File: src/design/gwwb_pkg.sv
`timescale 1ns / 1ps
// ----------------------------------------------------------------------------
// gwwb_pkg
// Shared types and constants of the gray-world white balance block.
// ----------------------------------------------------------------------------
package gwwb_pkg;

  typedef enum logic [1:0] {
    OP_CLEAR   = 2'd0,
    OP_ACCUM   = 2'd1,
    OP_CORRECT = 2'd2,
    OP_NONE    = 2'd3
  } op_e;

  localparam int unsigned SumW  = 28;
  localparam int unsigned GainW = 24;
  localparam int unsigned ProdW = 32;
  localparam logic [GainW-1:0] GainOne = 24'd65536;
  localparam logic [GainW-1:0] GainMax = 24'hFFFFFF;

  // Request passed from the front part to the back part.
  typedef struct packed {
    logic       latch;
    logic [SumW-1:0] sum_b;
    logic [SumW-1:0] sum_g;
    logic [SumW-1:0] sum_r;
    logic [7:0] b;
    logic [7:0] g;
    logic [7:0] r;
  } job_t;

  typedef enum logic [2:0] {
    ST_IDLE, ST_GAIN, ST_MUL, ST_NORM, ST_OUT
  } back_e;

endpackage

File: src/design/gwwb_if.sv
`timescale 1ns / 1ps
// ----------------------------------------------------------------------------
// gwwb_in_if / gwwb_out_if
// Valid/ready channels for input requests and balanced pixels.
// ----------------------------------------------------------------------------
interface gwwb_in_if;
  logic       valid;
  logic       ready;
  logic [1:0] operation;
  logic [7:0] blue_in;
  logic [7:0] green_in;
  logic [7:0] red_in;
  modport source (output valid, operation, blue_in, green_in, red_in, input ready);
  modport sink (input valid, operation, blue_in, green_in, red_in, output ready);
endinterface

interface gwwb_out_if;
  logic       valid;
  logic       ready;
  logic [7:0] blue_out;
  logic [7:0] green_out;
  logic [7:0] red_out;
  modport source (output valid, blue_out, green_out, red_out, input ready);
  modport sink (input valid, blue_out, green_out, red_out, output ready);
endinterface

File: src/design/gray_world_white_balance.sv
`timescale 1ns / 1ps
// ----------------------------------------------------------------------------
// gray_world_white_balance
// Gray-world white balance on BGR pixels with latched per-channel gains.
// ----------------------------------------------------------------------------
// Channel   Dir  Payload
// in_if     in   operation, blue_in, green_in, red_in
// out_if    out  blue_out, green_out, red_out
//
// Clear and accumulate requests are handled in the front part. A correct request
// takes up to 3 divider runs for a gain update and 3 more when the largest channel
// needs normalizing, all on the one shared bit-serial divider.
// Reset clears sums and flags and sets unity gains; no clearing pass is needed.
// A stalled output holds its result; the front keeps accepting until its
// two-entry queue fills.
module gray_world_white_balance
  import gwwb_pkg::*;
#(
  parameter int unsigned MAX_PIXELS = 1048576
) (
  input  logic clk_i,
  input  logic rst_ni,
  gwwb_in_if.sink    in_if,
  gwwb_out_if.source out_if
);
  logic job_valid, job_ready;
  job_t job;

  gwwb_front #(.MAX_PIXELS(MAX_PIXELS)) u_front (
    .clk_i, .rst_ni, .in_if,
    .job_valid_o(job_valid), .job_ready_i(job_ready), .job_o(job)
  );

  gwwb_back u_back (
    .clk_i, .rst_ni,
    .job_valid_i(job_valid), .job_ready_o(job_ready), .job_i(job), .out_if
  );
endmodule

File: src/design/gwwb_div.sv
`timescale 1ns / 1ps
// ----------------------------------------------------------------------------
// gwwb_div
// Restoring divider, one quotient bit per cycle.
// ----------------------------------------------------------------------------
module gwwb_div #(
  parameter int unsigned NumW = 48,
  parameter int unsigned DenW = 32
) (
  input  logic            clk_i,
  input  logic            rst_ni,
  input  logic            start_i,
  input  logic [NumW-1:0] num_i,
  input  logic [DenW-1:0] den_i,
  output logic            done_o,
  output logic [NumW-1:0] quo_o
);
  localparam int unsigned CntW = $clog2(NumW + 1);

  logic [NumW-1:0] quo_q, quo_d;
  logic [DenW-1:0] rem_q, rem_d;
  logic [DenW-1:0] den_q, den_d;
  logic [CntW-1:0] cnt_q, cnt_d;
  logic            busy_q, busy_d;
  logic            done_q;
  logic [DenW:0]   trial;

  always_comb begin
    quo_d  = quo_q;
    rem_d  = rem_q;
    den_d  = den_q;
    cnt_d  = cnt_q;
    busy_d = busy_q;
    trial  = {rem_q, quo_q[NumW-1]};
    if (start_i) begin
      quo_d  = num_i;
      rem_d  = '0;
      den_d  = den_i;
      cnt_d  = CntW'(NumW);
      busy_d = 1'b1;
    end else if (busy_q) begin
      // Shift in one numerator bit and try a subtraction.
      if (trial >= {1'b0, den_q}) begin
        rem_d = DenW'(trial - {1'b0, den_q});
        quo_d = {quo_q[NumW-2:0], 1'b1};
      end else begin
        rem_d = trial[DenW-1:0];
        quo_d = {quo_q[NumW-2:0], 1'b0};
      end
      cnt_d = cnt_q - 1'b1;
      if (cnt_q == CntW'(1)) begin
        busy_d = 1'b0;
      end
    end
  end

  assign quo_o = quo_q;

  always_ff @(posedge clk_i or negedge rst_ni) begin
    if (!rst_ni) begin
      busy_q <= 1'b0;
      cnt_q  <= '0;
      done_q <= 1'b0;
    end else begin
      busy_q <= busy_d;
      cnt_q  <= cnt_d;
      done_q <= busy_q && (cnt_q == CntW'(1)) && !start_i;
    end
  end

  always_ff @(posedge clk_i) begin
    quo_q <= quo_d;
    rem_q <= rem_d;
    den_q <= den_d;
  end

  // Done is registered and rises together with the complete quotient.
  assign done_o = done_q;
endmodule

File: src/design/gwwb_front.sv
`timescale 1ns / 1ps
// ----------------------------------------------------------------------------
// gwwb_front
// Decodes requests, keeps the channel sums and queues correct requests.
// ----------------------------------------------------------------------------
module gwwb_front
  import gwwb_pkg::*;
#(
  parameter int unsigned MAX_PIXELS = 1048576
) (
  input  logic   clk_i,
  input  logic   rst_ni,
  gwwb_in_if.sink in_if,
  output logic   job_valid_o,
  input  logic   job_ready_i,
  output job_t   job_o
);
  localparam longint unsigned CapRaw = longint'(MAX_PIXELS) * 255;
  localparam logic [SumW-1:0] SumCap =
    (CapRaw > 64'hFFFFFFF) ? 28'hFFFFFFF : SumW'(CapRaw);

  logic [SumW-1:0] sb_q, sg_q, sr_q;
  logic            latched_q;
  job_t            fifo_q [2];
  logic            wp_q, rp_q;
  logic [1:0]      cnt_q;
  logic            acc, push, pop;
  op_e             op;

  // A full queue stalls everything, which keeps the sums in step.
  assign in_if.ready = (cnt_q != 2'd2);
  assign acc  = in_if.valid && in_if.ready;
  assign op   = op_e'(in_if.operation);
  assign push = acc && (op == OP_CORRECT);
  assign pop  = job_valid_o && job_ready_i;
  assign job_valid_o = (cnt_q != 2'd0);
  assign job_o = fifo_q[rp_q];

  function automatic logic [SumW-1:0] sat_add(logic [SumW-1:0] s, logic [7:0] v);
    logic [SumW:0] r;
    r = {1'b0, s} + (SumW+1)'(v);
    return (r > {1'b0, SumCap}) ? SumCap : r[SumW-1:0];
  endfunction

  // Channel sums and the latched flag.
  always_ff @(posedge clk_i or negedge rst_ni) begin
    if (!rst_ni) begin
      sb_q <= '0; sg_q <= '0; sr_q <= '0;
      latched_q <= 1'b0;
    end else if (acc) begin
      unique case (op)
        OP_CLEAR: begin
          sb_q <= '0; sg_q <= '0; sr_q <= '0;
          latched_q <= 1'b0;
        end
        OP_ACCUM: begin
          sb_q <= sat_add(sb_q, in_if.blue_in);
          sg_q <= sat_add(sg_q, in_if.green_in);
          sr_q <= sat_add(sr_q, in_if.red_in);
          latched_q <= 1'b0;
        end
        OP_CORRECT: latched_q <= 1'b1;
        default: ;
      endcase
    end
  end

  // Two-entry queue toward the back part.
  always_ff @(posedge clk_i or negedge rst_ni) begin
    if (!rst_ni) begin
      wp_q <= 1'b0; rp_q <= 1'b0; cnt_q <= '0;
    end else begin
      if (push) wp_q <= ~wp_q;
      if (pop)  rp_q <= ~rp_q;
      cnt_q <= cnt_q + {1'b0, push} - {1'b0, pop};
    end
  end

  always_ff @(posedge clk_i) begin
    if (push) begin
      fifo_q[wp_q] <= '{latch: !latched_q, sum_b: sb_q, sum_g: sg_q, sum_r: sr_q,
                        b: in_if.blue_in, g: in_if.green_in, r: in_if.red_in};
    end
  end

  a_no_overflow: assert property (@(posedge clk_i) disable iff (!rst_ni)
    cnt_q == 2'd2 |-> !push) else $error("queue overflow");
  a_no_underflow: assert property (@(posedge clk_i) disable iff (!rst_ni)
    cnt_q == 2'd0 |-> !pop) else $error("queue underflow");
  a_sum_cap: assert property (@(posedge clk_i) disable iff (!rst_ni)
    sb_q <= SumCap && sg_q <= SumCap && sr_q <= SumCap) else $error("sum cap");
endmodule

File: src/design/gwwb_back.sv
`timescale 1ns / 1ps
// ----------------------------------------------------------------------------
// gwwb_back
// Computes gains when asked, then balances one pixel per request.
// ----------------------------------------------------------------------------
module gwwb_back
  import gwwb_pkg::*;
(
  input  logic    clk_i,
  input  logic    rst_ni,
  input  logic    job_valid_i,
  output logic    job_ready_o,
  input  job_t    job_i,
  gwwb_out_if.source out_if
);
  localparam int unsigned NumW = 48;
  localparam int unsigned DenW = 33;
  localparam logic [ProdW-1:0] Lim = 32'd255 << 16;

  back_e st_q, st_d;
  job_t  job_q;
  logic [GainW-1:0] gain_q [3];
  logic [ProdW-1:0] p_q [3];
  logic [ProdW-1:0] m_max;
  logic [7:0]  res_q [3];
  logic [1:0]  idx_q, idx_d;
  logic        dstart;
  logic [NumW-1:0] num;
  logic [DenW-1:0] den;
  logic        ddone;
  logic [NumW-1:0] quo;
  logic [SumW+1:0] total;
  logic [SumW-1:0] sel_sum;
  logic            out_v_q;

  assign total = (SumW+2)'(job_q.sum_b) + (SumW+2)'(job_q.sum_g) + (SumW+2)'(job_q.sum_r);
  always_comb begin
    unique case (idx_q)
      2'd0: sel_sum = job_q.sum_b;
      2'd1: sel_sum = job_q.sum_g;
      default: sel_sum = job_q.sum_r;
    endcase
  end

  // Largest product, taken straight from the registered products.
  always_comb begin
    logic [ProdW-1:0] mx;
    mx = (p_q[1] > p_q[0]) ? p_q[1] : p_q[0];
    m_max = (p_q[2] > mx) ? p_q[2] : mx;
  end

  // Divider operands: gain phase or normalize phase.
  always_comb begin
    logic [DenW-1:0] d3;
    d3 = DenW'(sel_sum) * DenW'(3);
    if (st_q == ST_GAIN) begin
      den = d3;
      num = NumW'({total, 16'd0}) + NumW'(d3 >> 1);
    end else begin
      den = {m_max, 1'b0};
      num = NumW'(p_q[idx_q]) * NumW'(510) + NumW'(m_max);
    end
  end

  gwwb_div #(.NumW(NumW), .DenW(DenW)) u_div (
    .clk_i, .rst_ni, .start_i(dstart), .num_i(num), .den_i(den),
    .done_o(ddone), .quo_o(quo)
  );

  logic pending_q;
  assign job_ready_o = (st_q == ST_IDLE) && !out_v_q;
  assign out_if.valid     = out_v_q;
  assign out_if.blue_out  = res_q[0];
  assign out_if.green_out = res_q[1];
  assign out_if.red_out   = res_q[2];

  // Sequencer: gains, multiply, normalize, deliver.
  always_comb begin
    st_d   = st_q;
    idx_d  = idx_q;
    dstart = 1'b0;
    unique case (st_q)
      ST_IDLE: if (job_valid_i && job_ready_o) begin
        st_d  = job_i.latch ? ST_GAIN : ST_MUL;
        idx_d = '0;
      end
      ST_GAIN: begin
        if (sel_sum == '0) begin
          idx_d = idx_q + 1'b1;
          if (idx_q == 2'd2) st_d = ST_MUL;
        end else if (!pending_q) begin
          dstart = 1'b1;
        end else if (ddone) begin
          idx_d = idx_q + 1'b1;
          if (idx_q == 2'd2) st_d = ST_MUL;
        end
      end
      ST_MUL: begin
        st_d  = ST_NORM;
        idx_d = '0;
      end
      ST_NORM: begin
        if (m_max <= Lim) st_d = ST_OUT;
        else if (!pending_q) dstart = 1'b1;
        else if (ddone) begin
          idx_d = idx_q + 1'b1;
          if (idx_q == 2'd2) st_d = ST_OUT;
        end
      end
      ST_OUT: st_d = ST_IDLE;
      default: st_d = ST_IDLE;
    endcase
  end

  always_ff @(posedge clk_i or negedge rst_ni) begin
    if (!rst_ni) begin
      st_q <= ST_IDLE;
      idx_q <= '0;
      pending_q <= 1'b0;
      out_v_q <= 1'b0;
      gain_q[0] <= GainOne; gain_q[1] <= GainOne; gain_q[2] <= GainOne;
    end else begin
      st_q  <= st_d;
      idx_q <= idx_d;
      if (dstart) pending_q <= 1'b1;
      else if (ddone) pending_q <= 1'b0;
      if (st_q == ST_OUT) out_v_q <= 1'b1;
      else if (out_if.ready) out_v_q <= 1'b0;
      if (st_q == ST_GAIN) begin
        if (sel_sum == '0) gain_q[idx_q] <= GainOne;
        else if (ddone) gain_q[idx_q] <= (quo > NumW'(GainMax)) ? GainMax : quo[GainW-1:0];
      end
    end
  end

  always_ff @(posedge clk_i) begin
    if (st_q == ST_IDLE && job_valid_i && job_ready_o) job_q <= job_i;
    if (st_q == ST_MUL) begin
      p_q[0] <= ProdW'(job_q.b) * ProdW'(gain_q[0]);
      p_q[1] <= ProdW'(job_q.g) * ProdW'(gain_q[1]);
      p_q[2] <= ProdW'(job_q.r) * ProdW'(gain_q[2]);
    end
    if (st_q == ST_NORM) begin
      if (m_max <= Lim) begin
        for (int i = 0; i < 3; i++) begin
          res_q[i] <= ((p_q[i] + 32'd32768) >> 16 > 32'd255) ? 8'd255
                      : 8'((p_q[i] + 32'd32768) >> 16);
        end
      end else if (ddone) begin
        res_q[idx_q] <= (quo > NumW'(255)) ? 8'd255 : quo[7:0];
      end
    end
  end

  a_hold: assert property (@(posedge clk_i) disable iff (!rst_ni)
    out_v_q && !out_if.ready |=> out_v_q) else $error("result dropped");
  a_busy: assert property (@(posedge clk_i) disable iff (!rst_ni)
    st_q != ST_IDLE |-> !job_ready_o) else $error("accepted while busy");
  a_div: assert property (@(posedge clk_i) disable iff (!rst_ni)
    dstart |-> !pending_q) else $error("divider restarted");
endmodule

File: src/flat_wrapper.sv
// flat-port wrapper written by rule: the top's interface ports become plain ports
module gray_world_white_balance_flat import gwwb_pkg::*;
#(
  parameter int unsigned MAX_PIXELS = 1048576
)
  (clk_i, rst_ni, in_if_valid, in_if_operation, in_if_blue_in, in_if_green_in, in_if_red_in, in_if_ready, out_if_valid, out_if_blue_out, out_if_green_out, out_if_red_out, out_if_ready);
  gwwb_in_if in_if_i ();
  gwwb_out_if out_if_i ();
  input  logic clk_i;
  input  logic rst_ni;
  input wire logic [$bits(in_if_i.valid)-1:0] in_if_valid;
  input wire logic [$bits(in_if_i.operation)-1:0] in_if_operation;
  input wire logic [$bits(in_if_i.blue_in)-1:0] in_if_blue_in;
  input wire logic [$bits(in_if_i.green_in)-1:0] in_if_green_in;
  input wire logic [$bits(in_if_i.red_in)-1:0] in_if_red_in;
  output wire logic [$bits(in_if_i.ready)-1:0] in_if_ready;
  output wire logic [$bits(out_if_i.valid)-1:0] out_if_valid;
  output wire logic [$bits(out_if_i.blue_out)-1:0] out_if_blue_out;
  output wire logic [$bits(out_if_i.green_out)-1:0] out_if_green_out;
  output wire logic [$bits(out_if_i.red_out)-1:0] out_if_red_out;
  input wire logic [$bits(out_if_i.ready)-1:0] out_if_ready;
  assign in_if_i.valid = in_if_valid;
  assign in_if_i.operation = in_if_operation;
  assign in_if_i.blue_in = in_if_blue_in;
  assign in_if_i.green_in = in_if_green_in;
  assign in_if_i.red_in = in_if_red_in;
  assign in_if_ready = in_if_i.ready;
  assign out_if_valid = out_if_i.valid;
  assign out_if_blue_out = out_if_i.blue_out;
  assign out_if_green_out = out_if_i.green_out;
  assign out_if_red_out = out_if_i.red_out;
  assign out_if_i.ready = out_if_ready;
  gray_world_white_balance #(.MAX_PIXELS(MAX_PIXELS)) u_core (.clk_i(clk_i), .rst_ni(rst_ni), .in_if(in_if_i), .out_if(out_if_i));
endmodule
File: config.mk
export PLATFORM = sky130hd
export DESIGN_NAME = gray_world_white_balance_flat
export DESIGN_NICKNAME = d
export VERILOG_FILES = /design/src/design/gwwb_pkg.sv /design/src/design/gwwb_if.sv /design/src/design/gray_world_white_balance.sv /design/src/design/gwwb_div.sv /design/src/design/gwwb_front.sv /design/src/design/gwwb_back.sv /design/src/flat_wrapper.sv
export SDC_FILE = /design/constraint.sdc
export NUM_CORES = 2
export LEC_CHECK = 0
export ABC_AREA = 0
export BUFFER_PORTS_ARGS = -buffer_cell sky130_fd_sc_hd__buf_2
export CAP_MARGIN = 30
export CORE_UTILIZATION = 30
export CTS_BUF_LIST = sky130_fd_sc_hd__clkbuf_2 sky130_fd_sc_hd__clkbuf_4 sky130_fd_sc_hd__clkbuf_8
export DETAILED_ROUTE_END_ITERATION = 10
export PLACE_DENSITY_LB_ADDON = 0.25
export SYNTH_ARGS = -nofsm -noshare
export SYNTH_HDL_FRONTEND = slang
export SYNTH_SLANG_ARGS = --single-unit
File: constraint.sdc
create_clock -name clk_i -period 16.84 [get_ports clk_i]
set_input_delay 0.842 -clock clk_i [delete_from_list [all_inputs] [get_ports clk_i]]
set_output_delay 0.842 -clock clk_i [all_outputs]
set_load 0.02 [all_outputs]
[Word level (Yosys, flattened, before mapping)]
Memory sizes are Yosys's and may differ from the RTL's.
Cells that the tools add are included.
Word-level totals
  bits in registers: 398
  latch bits: 0
  memory bits (writable): 338
  memory bits (read-only): 0
  input bits: 30
  output and inout bits: 26
  word-level logic and storage cells: 189
  memories: 3
Operators by class
  add/subtract/negate cells: 15
  multiply operators: 5
  div/mod/pow operators: 0
  $lt $le $gt $ge: 14
  equal/unequal tests: 17
  shift-type cells: 0
  muxes and demuxes: 70
  bitwise logic cells: 6
  reductions and logical operators: 31
Memories
  u_core.u_front.fifo_q: depth 2, bits a word 109, read ports 1, clocked after memory_dff 0, write ports 1, line gwwb_front.sv:24  | job_t fifo_q [2];
  u_core.u_back.p_q: depth 3, bits a word 32, read ports 4, clocked after memory_dff 0, write ports 3, line gwwb_back.sv:23  | logic [ProdW-1:0] p_q [3];
  u_core.u_back.res_q: depth 3, bits a word 8, read ports 3, clocked after memory_dff 0, write ports 3, line gwwb_back.sv:25  | logic [7:0] res_q [3];
Operator list (number)
  case mux 28 bit (2 select lines): 4
  two-way mux 72 bit: 2
  adder 32 x 16 -> 32 bit, second input constant: 3
  multiplier 8 x 24 -> 32 bit: 3
  two-way mux 48 bit: 2
  adder 28 x 8 -> 29 bit: 3
  greater-than comparator 29 x 28 -> 1 bit, second input constant: 3
  two-way mux 28 bit: 3
  bitwise mux 72 bit: 1
  bitwise AND 69 bit: 1
  NOT 69 bit: 1
  greater-than comparator 32 bit: 2
  two-way mux 32 bit: 2
  demux 24 bit (select 2 bit): 1
  greater-than comparator 16 x 8 -> 1 bit, second input constant: 3
  greater-than comparator 48 x 24 -> 1 bit, second input constant: 1
  greater-than comparator 48 x 8 -> 1 bit, second input constant: 1
  two-way mux 24 bit: 2
  adder 46 x 29 -> 47 bit: 1
  two-way mux 47 bit: 1
  adder 41 x 32 -> 42 bit: 1
  multiplier 32 x 8 -> 40 bit, second input constant: 1
  two-way mux 8 bit: 5
  >= comparator 34 x 33 -> 1 bit: 1
  other kinds (45): 110

[Longest topological paths before layout]
An unclocked memory read counts as a cell.
  word-level depth: 11
  depth in mapped cells: 46
  gate-level depth less buffers: 43

[By module]
Synthesis repeated with hierarchy kept, for this count alone.
Unflattened totals
  cells, all modules: 6519
  area total of the unflattened synthesis: 65097.4 µm²
By module, submodules not included
  gwwb_back: times used 1, cells an instance 4669, area each 43376.6 µm², seq. area each 8827.2 µm²
  gwwb_front: times used 1, cells an instance 1207, area each 14943.1 µm², seq. area each 8773.4 µm²
  gwwb_div: times used 1, cells an instance 643, area each 6777.8 µm², seq. area each 3293.2 µm²

[Least setup slack after synthesis]
Ideal clock, no wire load.
  path type: flip-flop to flip-flop
  start: reg u_core.u_back.st_q[1]
  end: reg u_core.u_back.job_q[0] (netlist name), enable pin
  library setup time: 0.840 ns
  data arrival time: 10.883 ns
  data required time: 16.000 ns
  setup slack: 5.117 ns
  stages on the path, launching flop included: 3
  path buffers: 1
  period minus slack after synthesis: 11.723 ns
  cell sequence: dfrtp_1 > clkbuf_1 > nor4_1
Between the ends
  cells in the longest elaborated chain, start to end: 3
  elaborated cells between the ends (all ways): 4
  those cells by class: reduce/logical: 4
Ends and longest elaborated chain
  start: declaration: line gwwb_back.sv:20  | back_e st_q, st_d;
  start signal: assignment: line gwwb_back.sv:123  | st_q <= st_d;
  zero test 3 bit (*): line gwwb_back.sv:71, gwwb_back.sv:137
  logical AND 1 bit, on equally long branches: line gwwb_back.sv:137, gwwb_back.sv:71
  logical AND 1 bit (*): line gwwb_back.sv:137  | if (st_q == ST_IDLE && job_valid_i && job_ready_o) job_q <= job_i;
  end signal: assignment: line gwwb_back.sv:137
  end: declaration: line gwwb_back.sv:21  | job_t job_q;
Every way passes the cells marked *; elsewhere a longest branch is shown, timed or not.
A chain may end at the register's enable or synchronous reset.

==> key figures <==
Floorplan
  – Rows: 169
  – Initial Utilization: 0.302
  – Vert. Die Dim: 464 um
  – Die area: 215000 sq um
  – Core Area: 212000 sq um
  – I/O pin count: 56
  – Overall die width: 464 um

Timing
  – WHS: 126 ps
  – Period utilization: 0.633
  – RSZ-0062 raised after global routing: no
  – Worst-Margin Slew: 1110 ps
  – Final-report max-slew violation count: 0
  – Relative slew slack: 0.251
  – Setup TNS: 0 ps
  – # setup viols final: 0
  – Fmax: 93.8 MHz
  – Minimum clock period: 10660 ps
  – Final Hold Fails: 0
  – Final Skew: 68.5 ps

Worst hold path
  – Hold Crit Class: primary input to flip-flop
  – Hold Path Depth: 2
  – Worst Min Path Start: out_if_ready
  – Hold EP: u_core.u_back.out_if.valid

Global routing
  – Overflow after GRT: 0
  – Largest net degree at the start of global routing: 83
  – Antenna violations before repair: 20
  – First-pass GRT wire length: 299 mm
  – Vias in the first global route: 47800
  – GRT Util Overall: 0.182

Placed design
  – DP HPWL: 153 mm
  – Buffers on Ports: 55
  – Routability congestion estimate: 0.927

Worst setup path
  – Worst Path Required: 17490 ps
  – Critical Path Fanout Max: 47
  – Reg-to-reg setup timing slack: 6180 ps
  – Critical Path End Type: flip-flop
  – Slowest stage cell, crit path: a21oi_4
  – CP peak stage delay: 720 ps
  – Reg2reg start: u_core.u_back.p_q[1][30]
  – Reg-to-Reg End: u_core.u_back.u_div.quo_o[36]
  – Critical Path AT: 11310 ps
  – Critical path launch point type: flip-flop
  – Crit Path Class: flip-flop to flip-flop
  – R2R cell count: 39

Final layout
  – Layout cell share with drive strength beyond 1: 0.0843
  – Number of nets in the layout: 7591
  – Area delta synth->final: 10.2%
  – Register area: 20900 sq um
  – Multi-input gate area: 39300 sq um
  – Final core occ: 0.332
  – # fillers: 21800

Route
  – Drt total wl: 196 mm
  – DRC: 0
  – WL/cell: 20.7 um
  – Via count: 47300
  – Post-DRT Antenna Nets: 0
  – Iteration-0 DRC Markers: 3047
  – DR pass1 iterations: 6
  – Vias per cell: 5.00

Clock tree
  – Inserted Clock Buffers: 138
  – CTS clk-pin slew, worst paths: 70 ps
  – Clk Tree Root Cell: clkbuf_8
  – Max Root-Sink Buffers: 3
  – CTS Sinks: 736
  – # resized after CTS: 0
  – Worst-Skew Late Latency: 930 ps
  – CTS H-tree lvls: 4
  – TritonCTS clock tree: yes

Synthesis
  – Post-Syn Area: 63900 sq um
  – Post-synth EDFFs: 527
  – Syn nets: 7568
  – Synth async-reset ratio: 0.239
  – Synth Instances: 6497
  – Top_reg_cell synth: edfxtp_1
  – Synth Area per Inst: 9.84 sq um
  – Register area share after synthesis: 0.327
  – Yosys reg bits: 736
  – Cell variety after synth: 89
  – Synth Warn #: 0

Run status
  – Outcome: completed

Flow run
  – Max-cap violations: 0
[placed cells by master (no fill, tap or decap), types with 120 or more instances in the layout]
cell type	synthesis	routed
mux2_2	130	130
and2_1	261	261
a21o_1	139	138
clkbuf_8	0	146
nand3_1	121	120
inv_1	728	727
nand2_1	756	756
fa_1	555	555
nor2_1	336	332
ha_1	486	486
a21oi_1	354	354
o21ai_0	411	404
xnor2_1	208	208
edfxtp_1	527	527
dfrtp_1	173	169
[routing by layer]
layer | share of wire | routed length [um] | global-route usage | vias to the layer above
met4 | 0.031 | 6080 | 0.0583 | 2
met5 | 0.000066 | 13 | 0 | -
met1 | 0.46 | 90400 | 0.249 | 23800
met3 | 0.041 | 7950 | 0.0234 | 231
met2 | 0.47 | 91200 | 0.296 | 1039
li1 | - | - | - | 22300
[registers in the layout, summed over array words and instances, names as in the netlist, 2 cells and up]
signal	cells
u_core.u_front.fifo_q	218
u_core.u_back.job_q	108
u_core.u_back.p_q	96
u_core.u_back.gain_q	72
u_core.u_back.u_div.quo_o	48
u_core.u_back.u_div.den_q	33
u_core.u_back.u_div.rem_q	33
u_core.u_front.sb_q	28
u_core.u_front.sg_q	28
u_core.u_front.sr_q	28
u_core.u_back.res_q	24
u_core.u_back.u_div.cnt_q	6
u_core.u_back.st_q	3
u_core.u_back.idx_q	2
u_core.u_front.cnt_q	2
[area by class of cell]
| type | count | share of cell area |
|---|---|---|
| diodes | 7 | 0.000249 |
| well taps | 2821 | 0.0501 |
| inverters | 730 | 0.0389 |
| multi-input cells | 4769 | 0.558 |
| flip-flops and latches | 736 | 0.297 |
| repair buffers | 145 | 0.0141 |
| clock buffers | 194 | 0.0336 |
| clock inverters | 56 | 0.00796 |
[cells in the mapped netlist, types with 33 or more instances]
master	n	area (sq um)
nand2_1	756	2840
inv_1	728	2730
fa_1	555	11100
edfxtp_1	527	15800
ha_1	486	6080
o21ai_0	411	2060
a21oi_1	354	1770
nor2_1	336	1260
and2_1	261	1630
xnor2_1	208	1820
clkbuf_1	205	769
dfrtp_1	173	4330
a21o_1	139	1040
mux2_2	130	1460
nand3_1	121	606
nor3_1	102	510
xor2_1	96	841
mux2i_1	91	911
and3_1	58	363
nand4_1	56	350
o21bai_1	53	398
o21a_1	48	360
a22o_1	46	403
buf_1	45	169
nor2b_1	45	282
a31oi_1	40	250
nor4_1	35	219
dfxtp_1	33	661
[cells by family (layout without fill, tap and decap cells)]
logic type | Yosys count | after routing | synth area share
DFF | 736 | 736 | 0.327
xor gates and xnor gates | 304 | 304 | 0.0416
other | 0 | 7 | 0
muxes | 221 | 221 | 0.0371
buffers and inverters | 992 | 1125 | 0.0589
adders and majority gates | 1043 | 1043 | 0.269
and+or+nand+nor | 1895 | 1895 | 0.140
AOI/OAI and AO/OA | 1306 | 1306 | 0.126
[worst max-delay path, delay by kind of cell (launching register included)]
family,cells,cell delay (ps)
AOI/OAI and AO/OA,18,4320
muxes,2,540
and+or+nand+nor,13,3250
buffers and inverters,2,800
DFF,1,530
adders and majority gates,3,790
xor gates and xnor gates,1,160
[per-stage QoR]
step / setup slack (ps) / area [sq um] / instances
2_1_floorplan: 5120 / 63900 / 6497
3_3_place_gp: 6320 / 67400 / 9189
3_5_place_dp: 6290 / 67500 / 9200
4_1_cts: 6260 / 70400 / 9451
5_1_grt: 5380 / 70400 / 9454
6_report: 6180 / 70400 / 9458
[worst max-delay path by stage]
stage                              from                       endpoint  slack, ps  depth (start not counted)
2_1_floorplan     u_core.u_back.st_q[1]         u_core.u_back.job_q[0]       5120                          2
3_3_place_gp   u_core.u_back.p_q[1][30]  u_core.u_back.u_div.quo_o[36]       6320                         39
3_5_place_dp   u_core.u_back.p_q[1][30]  u_core.u_back.u_div.quo_o[36]       6290                         39
4_1_cts        u_core.u_back.p_q[1][30]  u_core.u_back.u_div.quo_o[36]       6260                         39
5_1_grt        u_core.u_back.p_q[1][30]  u_core.u_back.u_div.quo_o[36]       5380                         39
6_report       u_core.u_back.p_q[1][30]  u_core.u_back.u_div.quo_o[36]       6180                         39
[what timing repair did]
action	in CTS	in global routing
setup buffers	0	0
endpoints found under the setup margin	0	0
hold endpoints to repair	62	0
hold buffers	1	0
Power is not shown: default switching activity piles up to over one toggle a cycle in this logic, so the estimate is an artifact.
